File: src/sv/slcfp_pkg.sv
package slcfp_pkg;

  // sizes
  localparam int MAX_VALUES = 32;
  localparam int ADDR_W     = $clog2(MAX_VALUES);
  localparam int FILL_W     = $clog2(MAX_VALUES + 1);
  localparam int BYTE_W     = 8;
  localparam int VIDX_W     = 5;
  localparam int OUT_DATA_W = 64;

  // register reset values
  localparam logic [BYTE_W-1:0] SYNC_RESET = 8'h55;
  localparam logic [BYTE_W-1:0] END_RESET  = 8'h00;

  // configuration register indexes
  localparam logic CFG_SYNC = 1'b0;
  localparam logic CFG_END  = 1'b1;

  typedef logic [BYTE_W-1:0] byte_t;

  typedef enum logic [1:0] {
    ST_DATA     = 2'd0,
    ST_CHECKSUM = 2'd1,
    ST_LENGTH   = 2'd2
  } status_t;

  typedef enum logic [3:0] {
    PH_HUNT     = 4'd0,
    PH_LENGTH   = 4'd1,
    PH_REQUEST  = 4'd2,
    PH_DEVICE   = 4'd3,
    PH_COMMAND  = 4'd4,
    PH_REGISTER = 4'd5,
    PH_TYPE     = 4'd6,
    PH_VALUES   = 4'd7,
    PH_CHECKSUM = 4'd8,
    PH_STOP     = 4'd9
  } phase_t;

  typedef enum logic [1:0] {
    EM_IDLE = 2'd0,
    EM_READ = 2'd1,
    EM_SHOW = 2'd2
  } emit_state_t;

  // held frame header shared by parser and emitter
  typedef struct packed {
    byte_t length;
    byte_t request;
    byte_t device;
    byte_t command;
    byte_t reg_num;
    byte_t vtype;
  } header_t;

  // request from parser to start a run of results
  typedef struct packed {
    logic    go;
    logic    with_values;
    status_t status;
  } run_req_t;

endpackage

File: src/sv/slcfp_ram.sv
module slcfp_ram
  import slcfp_pkg::*;
(
  input  logic              clk,
  input  logic              wr_en,
  input  logic [ADDR_W-1:0] wr_addr,
  input  byte_t             wr_data,
  input  logic              rd_en,
  input  logic [ADDR_W-1:0] rd_addr,
  output byte_t             rd_data
);

  byte_t mem [MAX_VALUES];
  byte_t rd_data_r;

  // write port
  always_ff @(posedge clk) begin
    if (wr_en) begin
      mem[wr_addr] <= wr_data;
    end
  end

  // registered read port, holds while not enabled
  always_ff @(posedge clk) begin
    if (rd_en) begin
      rd_data_r <= mem[rd_addr];
    end
  end

  assign rd_data = rd_data_r;

endmodule

File: src/sv/slcfp_parser.sv
module slcfp_parser
  import slcfp_pkg::*;
(
  input  logic              clk,
  input  logic              rst_n,
  input  logic              cfg_we,
  input  logic              cfg_index,
  input  byte_t             cfg_wdata,
  input  logic              accept,
  input  byte_t             rx_byte,
  output header_t           hdr,
  output run_req_t          run_req,
  output logic              wr_en,
  output logic [ADDR_W-1:0] wr_addr,
  output byte_t             wr_data
);

  phase_t              phase_r, phase_nxt;
  byte_t               sum_r, sum_nxt;
  header_t             hdr_r, hdr_nxt;
  logic [FILL_W-1:0]   fill_r, fill_nxt;
  logic [FILL_W-1:0]   fill_inc;
  byte_t               sync_r, end_r;
  logic                too_long;
  logic                fill_done;
  logic                sum_ok;

  assign fill_inc  = fill_r + FILL_W'(1);
  assign fill_done = BYTE_W'(fill_inc) >= hdr_r.length;
  assign too_long  = rx_byte > BYTE_W'(MAX_VALUES);
  assign sum_ok    = sum_r == rx_byte;

  // configuration registers
  always_ff @(posedge clk) begin
    if (!rst_n) begin
      sync_r <= SYNC_RESET;
      end_r  <= END_RESET;
    end else if (cfg_we) begin
      unique case (cfg_index)
        CFG_SYNC: sync_r <= cfg_wdata;
        CFG_END:  end_r  <= cfg_wdata;
        default: ;
      endcase
    end
  end

  // next phase
  always_comb begin
    phase_nxt = phase_r;
    if (accept) begin
      unique case (phase_r)
        PH_LENGTH:   phase_nxt = too_long ? PH_HUNT : PH_REQUEST;
        PH_REQUEST:  phase_nxt = PH_DEVICE;
        PH_DEVICE:   phase_nxt = PH_COMMAND;
        PH_COMMAND:  phase_nxt = PH_REGISTER;
        PH_REGISTER: phase_nxt = (hdr_r.length != '0) ? PH_TYPE : PH_CHECKSUM;
        PH_TYPE:     phase_nxt = PH_VALUES;
        PH_VALUES:   phase_nxt = fill_done ? PH_CHECKSUM : PH_VALUES;
        PH_CHECKSUM: phase_nxt = sum_ok ? PH_STOP : PH_HUNT;
        PH_STOP:     phase_nxt = (rx_byte == end_r) ? PH_HUNT : PH_STOP;
        default:     phase_nxt = (rx_byte == sync_r) ? PH_LENGTH : PH_HUNT;
      endcase
    end
  end

  // held fields, running sum, store writes and run requests
  always_comb begin
    sum_nxt             = sum_r;
    hdr_nxt             = hdr_r;
    fill_nxt            = fill_r;
    wr_en               = 1'b0;
    run_req.go          = 1'b0;
    run_req.with_values = 1'b0;
    run_req.status      = ST_DATA;
    if (accept) begin
      if (phase_r >= PH_LENGTH && phase_r <= PH_VALUES) begin
        sum_nxt = sum_r + rx_byte;
      end
      unique case (phase_r)
        PH_LENGTH: begin
          // too long: length goes out with an all-zero header
          hdr_nxt.length = rx_byte;
          if (too_long) begin
            run_req.go     = 1'b1;
            run_req.status = ST_LENGTH;
          end
        end
        PH_REQUEST:  hdr_nxt.request = rx_byte;
        PH_DEVICE:   hdr_nxt.device  = rx_byte;
        PH_COMMAND:  hdr_nxt.command = rx_byte;
        PH_REGISTER: hdr_nxt.reg_num = rx_byte;
        PH_TYPE:     hdr_nxt.vtype   = rx_byte;
        PH_VALUES: begin
          wr_en    = 1'b1;
          fill_nxt = fill_done ? '0 : fill_inc;
        end
        PH_CHECKSUM: begin
          if (!sum_ok) begin
            run_req.go     = 1'b1;
            run_req.status = ST_CHECKSUM;
          end
        end
        PH_STOP: begin
          if (rx_byte == end_r) begin
            run_req.go          = 1'b1;
            run_req.with_values = hdr_r.length != '0;
          end
        end
        default: begin
          if (rx_byte == sync_r) begin
            sum_nxt  = '0;
            hdr_nxt  = '0;
            fill_nxt = '0;
          end
        end
      endcase
    end
  end

  assign wr_addr = fill_r[ADDR_W-1:0];
  assign wr_data = rx_byte;
  assign hdr     = hdr_r;

  always_ff @(posedge clk) begin
    if (!rst_n) begin
      phase_r <= PH_HUNT;
      sum_r   <= '0;
      hdr_r   <= '0;
      fill_r  <= '0;
    end else begin
      phase_r <= phase_nxt;
      sum_r   <= sum_nxt;
      hdr_r   <= hdr_nxt;
      fill_r  <= fill_nxt;
    end
  end

endmodule

File: src/sv/slcfp_emit.sv
module slcfp_emit
  import slcfp_pkg::*;
(
  input  logic              clk,
  input  logic              rst_n,
  input  run_req_t          run_req,
  input  header_t           hdr,
  input  byte_t             rd_data,
  output logic              rd_en,
  output logic [ADDR_W-1:0] rd_addr,
  output logic              busy,
  output logic              out_tvalid,
  input  logic              out_tready,
  output logic [OUT_DATA_W-1:0] out_tdata,
  output logic              out_tlast
);

  emit_state_t       state_r, state_nxt;
  logic [ADDR_W-1:0] idx_r, idx_nxt;
  logic              values_r, values_nxt;
  status_t           status_r, status_nxt;
  logic              is_last;
  byte_t             value_byte;
  logic [VIDX_W-1:0] value_index;

  assign is_last = values_r ? ((BYTE_W'(idx_r) + BYTE_W'(1)) == hdr.length) : 1'b1;

  // next state
  always_comb begin
    state_nxt = state_r;
    unique case (state_r)
      EM_IDLE: begin
        if (run_req.go) begin
          state_nxt = run_req.with_values ? EM_READ : EM_SHOW;
        end
      end
      EM_READ: state_nxt = EM_SHOW;
      EM_SHOW: begin
        if (out_tready) begin
          state_nxt = is_last ? EM_IDLE : EM_READ;
        end
      end
      default: state_nxt = EM_IDLE;
    endcase
  end

  // run bookkeeping
  always_comb begin
    idx_nxt    = idx_r;
    values_nxt = values_r;
    status_nxt = status_r;
    if (state_r == EM_IDLE && run_req.go) begin
      idx_nxt    = '0;
      values_nxt = run_req.with_values;
      status_nxt = run_req.status;
    end else if (state_r == EM_SHOW && out_tready && !is_last) begin
      idx_nxt = idx_r + ADDR_W'(1);
    end
  end

  // outputs
  always_comb begin
    rd_en       = state_r == EM_READ;
    rd_addr     = idx_r;
    busy        = state_r != EM_IDLE;
    out_tvalid  = state_r == EM_SHOW;
    value_byte  = values_r ? rd_data : '0;
    value_index = values_r ? VIDX_W'(idx_r) : '0;
  end

  assign out_tdata = {1'b0, value_byte, value_index, hdr.vtype, hdr.reg_num,
                      hdr.command, hdr.device, hdr.request, hdr.length, status_r};
  assign out_tlast = is_last;

  always_ff @(posedge clk) begin
    if (!rst_n) begin
      state_r  <= EM_IDLE;
      idx_r    <= '0;
      values_r <= 1'b0;
      status_r <= ST_DATA;
    end else begin
      state_r  <= state_nxt;
      idx_r    <= idx_nxt;
      values_r <= values_nxt;
      status_r <= status_nxt;
    end
  end

endmodule

File: src/sv/sync_length_checksum_frame_parser_top.sv
// channel  direction  payload
// in_      input      tdata[7:0] rx_byte
// out_     output     tdata: status, length, request, device, command, register,
//                     value type, value index, value byte; tlast marks end of run
// cfg_     input      write: index 0 sync pattern, index 1 end pattern
//
// one received byte per cycle while no run of results is being sent
// each value result is read from the value store, then shown on the output
// a header-only or error result is shown the cycle after the byte that releases it
// input stalls from the cycle after the byte that starts a run until the cycle
// after its last result is taken
// synchronous active-low reset; sync 0x55, end 0x00, parser hunting for sync
module sync_length_checksum_frame_parser_top
  import slcfp_pkg::*;
(
  input  logic                  clk,
  input  logic                  rst_n,
  input  logic                  in_tvalid,
  output logic                  in_tready,
  input  logic [BYTE_W-1:0]     in_tdata,   // [7:0] rx_byte
  output logic                  out_tvalid,
  input  logic                  out_tready,
  // [1:0] status, [9:2] frame_length, [17:10] request_id, [25:18] device_id,
  // [33:26] command_code, [41:34] register_number, [49:42] value_type,
  // [54:50] value_index, [62:55] value_byte, [63] zero
  output logic [OUT_DATA_W-1:0] out_tdata,
  output logic                  out_tlast,
  input  logic                  cfg_we,
  input  logic                  cfg_index,
  input  logic [BYTE_W-1:0]     cfg_wdata
);

  header_t           hdr;
  run_req_t          run_req;
  logic              wr_en;
  logic [ADDR_W-1:0] wr_addr;
  byte_t             wr_data;
  logic              rd_en;
  logic [ADDR_W-1:0] rd_addr;
  byte_t             rd_data;
  logic              busy;
  logic              accept;

  assign in_tready = !busy;
  assign accept    = in_tvalid && in_tready;

  // byte parser and held header
  slcfp_parser u_parser (
    .clk       (clk),
    .rst_n     (rst_n),
    .cfg_we    (cfg_we),
    .cfg_index (cfg_index),
    .cfg_wdata (cfg_wdata),
    .accept    (accept),
    .rx_byte   (in_tdata),
    .hdr       (hdr),
    .run_req   (run_req),
    .wr_en     (wr_en),
    .wr_addr   (wr_addr),
    .wr_data   (wr_data)
  );

  // value store
  slcfp_ram u_ram (
    .clk     (clk),
    .wr_en   (wr_en),
    .wr_addr (wr_addr),
    .wr_data (wr_data),
    .rd_en   (rd_en),
    .rd_addr (rd_addr),
    .rd_data (rd_data)
  );

  // result sequencer
  slcfp_emit u_emit (
    .clk        (clk),
    .rst_n      (rst_n),
    .run_req    (run_req),
    .hdr        (hdr),
    .rd_data    (rd_data),
    .rd_en      (rd_en),
    .rd_addr    (rd_addr),
    .busy       (busy),
    .out_tvalid (out_tvalid),
    .out_tready (out_tready),
    .out_tdata  (out_tdata),
    .out_tlast  (out_tlast)
  );

endmodule

File: config.mk
export PLATFORM = sky130hd
export DESIGN_NAME = sync_length_checksum_frame_parser_top
export DESIGN_NICKNAME = d
export VERILOG_FILES = /design/src/sv/slcfp_pkg.sv /design/src/sv/slcfp_ram.sv /design/src/sv/slcfp_parser.sv /design/src/sv/slcfp_emit.sv /design/src/sv/sync_length_checksum_frame_parser_top.sv
export SDC_FILE = /design/constraint.sdc
export NUM_CORES = 1
export LEC_CHECK = 0
export BUFFER_PORTS_ARGS = -buffer_cell sky130_fd_sc_hd__buf_2
export CORE_ASPECT_RATIO = 1.1
export CORE_UTILIZATION = 50
export CTS_CLUSTER_SIZE = 28
export DETAILED_ROUTE_END_ITERATION = 12
export PLACE_DENSITY_LB_ADDON = 0.1
export SYNTH_ARGS = -nofsm -noshare
export SYNTH_HDL_FRONTEND = slang
export SYNTH_SLANG_ARGS = --single-unit
File: constraint.sdc
create_clock -name clk -period 4.4 [get_ports clk]
set_input_delay 0.66 -clock clk [delete_from_list [all_inputs] [get_ports clk]]
set_output_delay 0.66 -clock clk [all_outputs]
set_load 0.005 [all_outputs]
==> results.txt <==
The flow ran to the end, but the final reports show violations. The final reports fail on design-rule violations. The logs give 8596 for the via count of the first global-routing pass and 0 for the post-route antenna net violation count. After technology mapping, the gate count stands at 928.

The required time of the critical path was 3.74 ns; the average routed wire per standard cell was 24.39 um. The tools report the number of antenna violations at the first check in global routing as 1. The diode insertion count for antenna repair was 0; the clock transition at the registers of the reported paths was 0.06 ns. The library cells used most frequently in the layout, excluding fill and tap cells, are sky130_fd_sc_hd__edfxtp_1 (264), sky130_fd_sc_hd__dfxtp_1 (90), sky130_fd_sc_hd__buf_2 (87). Static timing analysis puts the maximum clock frequency at 285.2 MHz. The number of distinct library cells after synthesis was 66.

The net count reported at finish is 1072, and the post-route standard cell area excluding fillers is 0.01682 mm2. The logs give 356 for the sink count of the clock tree and 53120 um for the wire length of the first global-routing pass. In this run, synthesis inferred 264 flip-flops with an integrated enable. The number of clock buffers added by TritonCTS is 38. Final-layout setup total negative slack: 0 ns.

The register bit total from synthesis is 356. For the first-pass iteration count of the detailed router, the log shows 9. The element type at the critical path end was an output port.

The floorplan step defined a die boundary enclosing 0.03027 mm2. The share of the synthesized area in the top cell type was 53.61%. The library cell used most frequently in the layout, excluding fill and tap cells, is sky130_fd_sc_hd__edfxtp_1.

The routed via count is 8511. After legalization and detailed placement, the total HPWL measured 22250 um. Root cell of the clock tree: sky130_fd_sc_hd__clkbuf_16. The run gives 0 as the count of maximum capacitance violations. The share of the Yosys chip area taken by registers is 66.06%.

In this run the static leakage power is 5.788 nW. Once the clock tree was built, the setup fixing pass inserted 0 buffers. Measured on the finished design, the core utilization comes to 58.28%. Among all flip-flop cells after synthesis, the most frequent one is sky130_fd_sc_hd__edfxtp_1. The floorplan step set the die height to 182.4 um. A synthesized cell averages 15.94 um2. The shortest clock period the worst path allows after layout came out at 3.506 ns.

Once placement finished, the instance area stood at 0.01563 mm2. The tools report the startpoint kind of the worst setup timing path as a flop. The initial utilization of the core area, before any placement, comes to 51.22%. In this run the worst hold path is classified as in2reg. Yosys attributes the largest share of cell area to sky130_fd_sc_hd__edfxtp_1 (54%), sky130_fd_sc_hd__dfxtp_1 (12%), sky130_fd_sc_hd__mux4_2 (12%), sky130_fd_sc_hd__a22o_1 (2.6%), sky130_fd_sc_hd__ha_1 (1.5%). Number of slew-limit violations in the final report: 0.

TritonCTS built the clock tree. The clock reaches the later pin of the worst-skew pair after 0.52 ns. Compared with the post-synthesis result, the final layout area differs by 13.77%. The tools report the critical path arrival as 2.85 ns. The total grt overflow is 0. Global routing consumed, over all layers together, 23.65% of the routing resources.

The largest total area in the synthesized netlist belongs to sky130_fd_sc_hd__edfxtp_1. 89 I/O pins were placed. Setup repair after global routing left no endpoint under its margin. Critical setup path kind: reg2out. Power density over the cells: 415.9 mW/mm2. Summed over all layers, the routed wires come to 34790 um. The number of nets handed over by synthesis was 969. The detailed-route vias per instance works out to 5.968. The detailed router finished its first iteration with 858 violations. The width of the die was 166.0 um; the area of the core was 0.02887 mm2. The H-tree generated during clock tree synthesis spans 2 levels.

Setup violations remaining at the end of the flow were counted as 0. For the pin with the worst max-slew slack, the measured transition is 1.080 ns. The run gives 0 as the number of warnings reported in the yosys synthesis log.

The last weighted congestion value of the routability-driven placer was 0.8219. The post-route netlist has 25.43% of its cells at a drive strength greater than 1. In this run the worst path has a maximum fanout of 17. The worst path uses 79.69% of the clock period. The total count of hold-check failures in the final report was 0; the number of port buffers was 87. The tools report the final setup skew as 0.01660 ns.

The worst-case IR drop observed on VDD is 0.0003098 V. The tools report the number of gates resized after CTS as 0. The post-detailed-route DRC marker count is 2. The maximum number of pins on one net before global-route repair is 53, and the count of hold-fix buffers inserted at cts is 0. The maximum count of clock buffers along a single path is 3, and the row count is 65.

The fraction of registers with async set/reset is 0%. In this run the cell area of the synthesized design comes to 0.01479 mm2. Headroom to the max-slew limit came out at 27.42%.
metrics by stage:
step	hold WS, ns	power [mW]	setup WS [ns]	cells
2_1_floorplan	0.4363	3.907	2.012	928
3_3_place_gp	0.4516	4.024	1.324	1359
3_5_place_dp	0.4527	4.026	1.245	1359
4_1_cts	0.3658	7.064	0.8505	1426
5_1_grt	0.3887	7.223	0.7532	1426
6_report	0.3828	6.997	0.8938	1426
where the power goes:
part | switching [mW] | total [mW] | internal (mW)
Clock | 1.23 | 3.04 | 1.81
Combinational | 0.192 | 0.294 | 0.102
Sequential | 0.0363 | 3.66 | 3.63
routing by layer:
metal	GRT usage, %	routed length (um)
met1	34.35	15750
met2	37.59	16320
met3	4.077	2188
met4	5.234	522
met5	0	11
synth_stat cells, types with 10 or more instances:
master	n
sky130_fd_sc_hd__and2_1	17
sky130_fd_sc_hd__nor3_1	10
sky130_fd_sc_hd__clkbuf_1	25
sky130_fd_sc_hd__edfxtp_1	264
sky130_fd_sc_hd__a22o_1	44
sky130_fd_sc_hd__ha_1	18
sky130_fd_sc_hd__buf_2	10
sky130_fd_sc_hd__nand3_1	27
sky130_fd_sc_hd__nand2_1	54
sky130_fd_sc_hd__a21oi_1	16
sky130_fd_sc_hd__a21boi_0	12
sky130_fd_sc_hd__dfxtp_1	92
sky130_fd_sc_hd__xor2_1	24
sky130_fd_sc_hd__nor2_1	57
sky130_fd_sc_hd__inv_1	13
sky130_fd_sc_hd__mux4_2	80
area by class of cell:
class                   instances  area, um2
repair buffers                119      675.6
clock inverters                12      85.08
clock buffers                  55       1110
inverters                      14      52.55
multi-input cells             502       4667
fillers                      2227      12050
flip-flops and latches        356       9774
well taps                     368      460.4
state kept, by name (all words and copies together), names as in the netlist:
signal            flops
u_parser.phase_r      4
u_ram.mem           256
u_emit.status_r       2
u_parser.fill_r       6
u_parser.sum_r        8
u_emit.values_r       1
u_ram.rd_data         8
u_parser.end_r        8
u_emit.state_r        2
u_parser.sync_r       8
u_emit.rd_addr        5
u_parser.hdr         48
worst paths after layout:
kind | start | end | slack, ns | depth (start not counted)
min reg2reg | u_parser.sync_r[7] | u_parser.sync_r[7] | 0.47 | 2
max reg2reg | u_emit.state_r[1] | u_ram.mem[21][2] | 1.46 | 5
min | cfg_wdata[2] | u_parser.sync_r[2] | 0.38 | 3
max | u_emit.rd_addr[1] | out_tlast | 0.89 | 7
worst max-delay path, cell delays in order, from the launching register on:
cell and delay (ns):
sky130_fd_sc_hd__dfxtp_2 0.62, sky130_fd_sc_hd__ha_1 0.35, sky130_fd_sc_hd__xnor2_1 0.16, sky130_fd_sc_hd__nand3_1 0.09, sky130_fd_sc_hd__or4b_1 0.60, sky130_fd_sc_hd__or2_1 0.25, sky130_fd_sc_hd__nand2_1 0.12, sky130_fd_sc_hd__buf_2 0.14
kinds of logic (layout without fill, tap and decap cells):
group / after synthesis / after routing / synth area share, %
flops: 356 / 356 / 66.06
simple gates: 210 / 210 / 6.997
compound gates: 146 / 146 / 7.784
mux: 94 / 94 / 13.20
buf+inv: 70 / 200 / 2.377
xor+xnor: 32 / 32 / 1.895
fa+ha+maj: 19 / 19 / 1.658
other cells: 1 / 1 / 0.02536
Note: power is estimated with default switching activity, not from simulation.
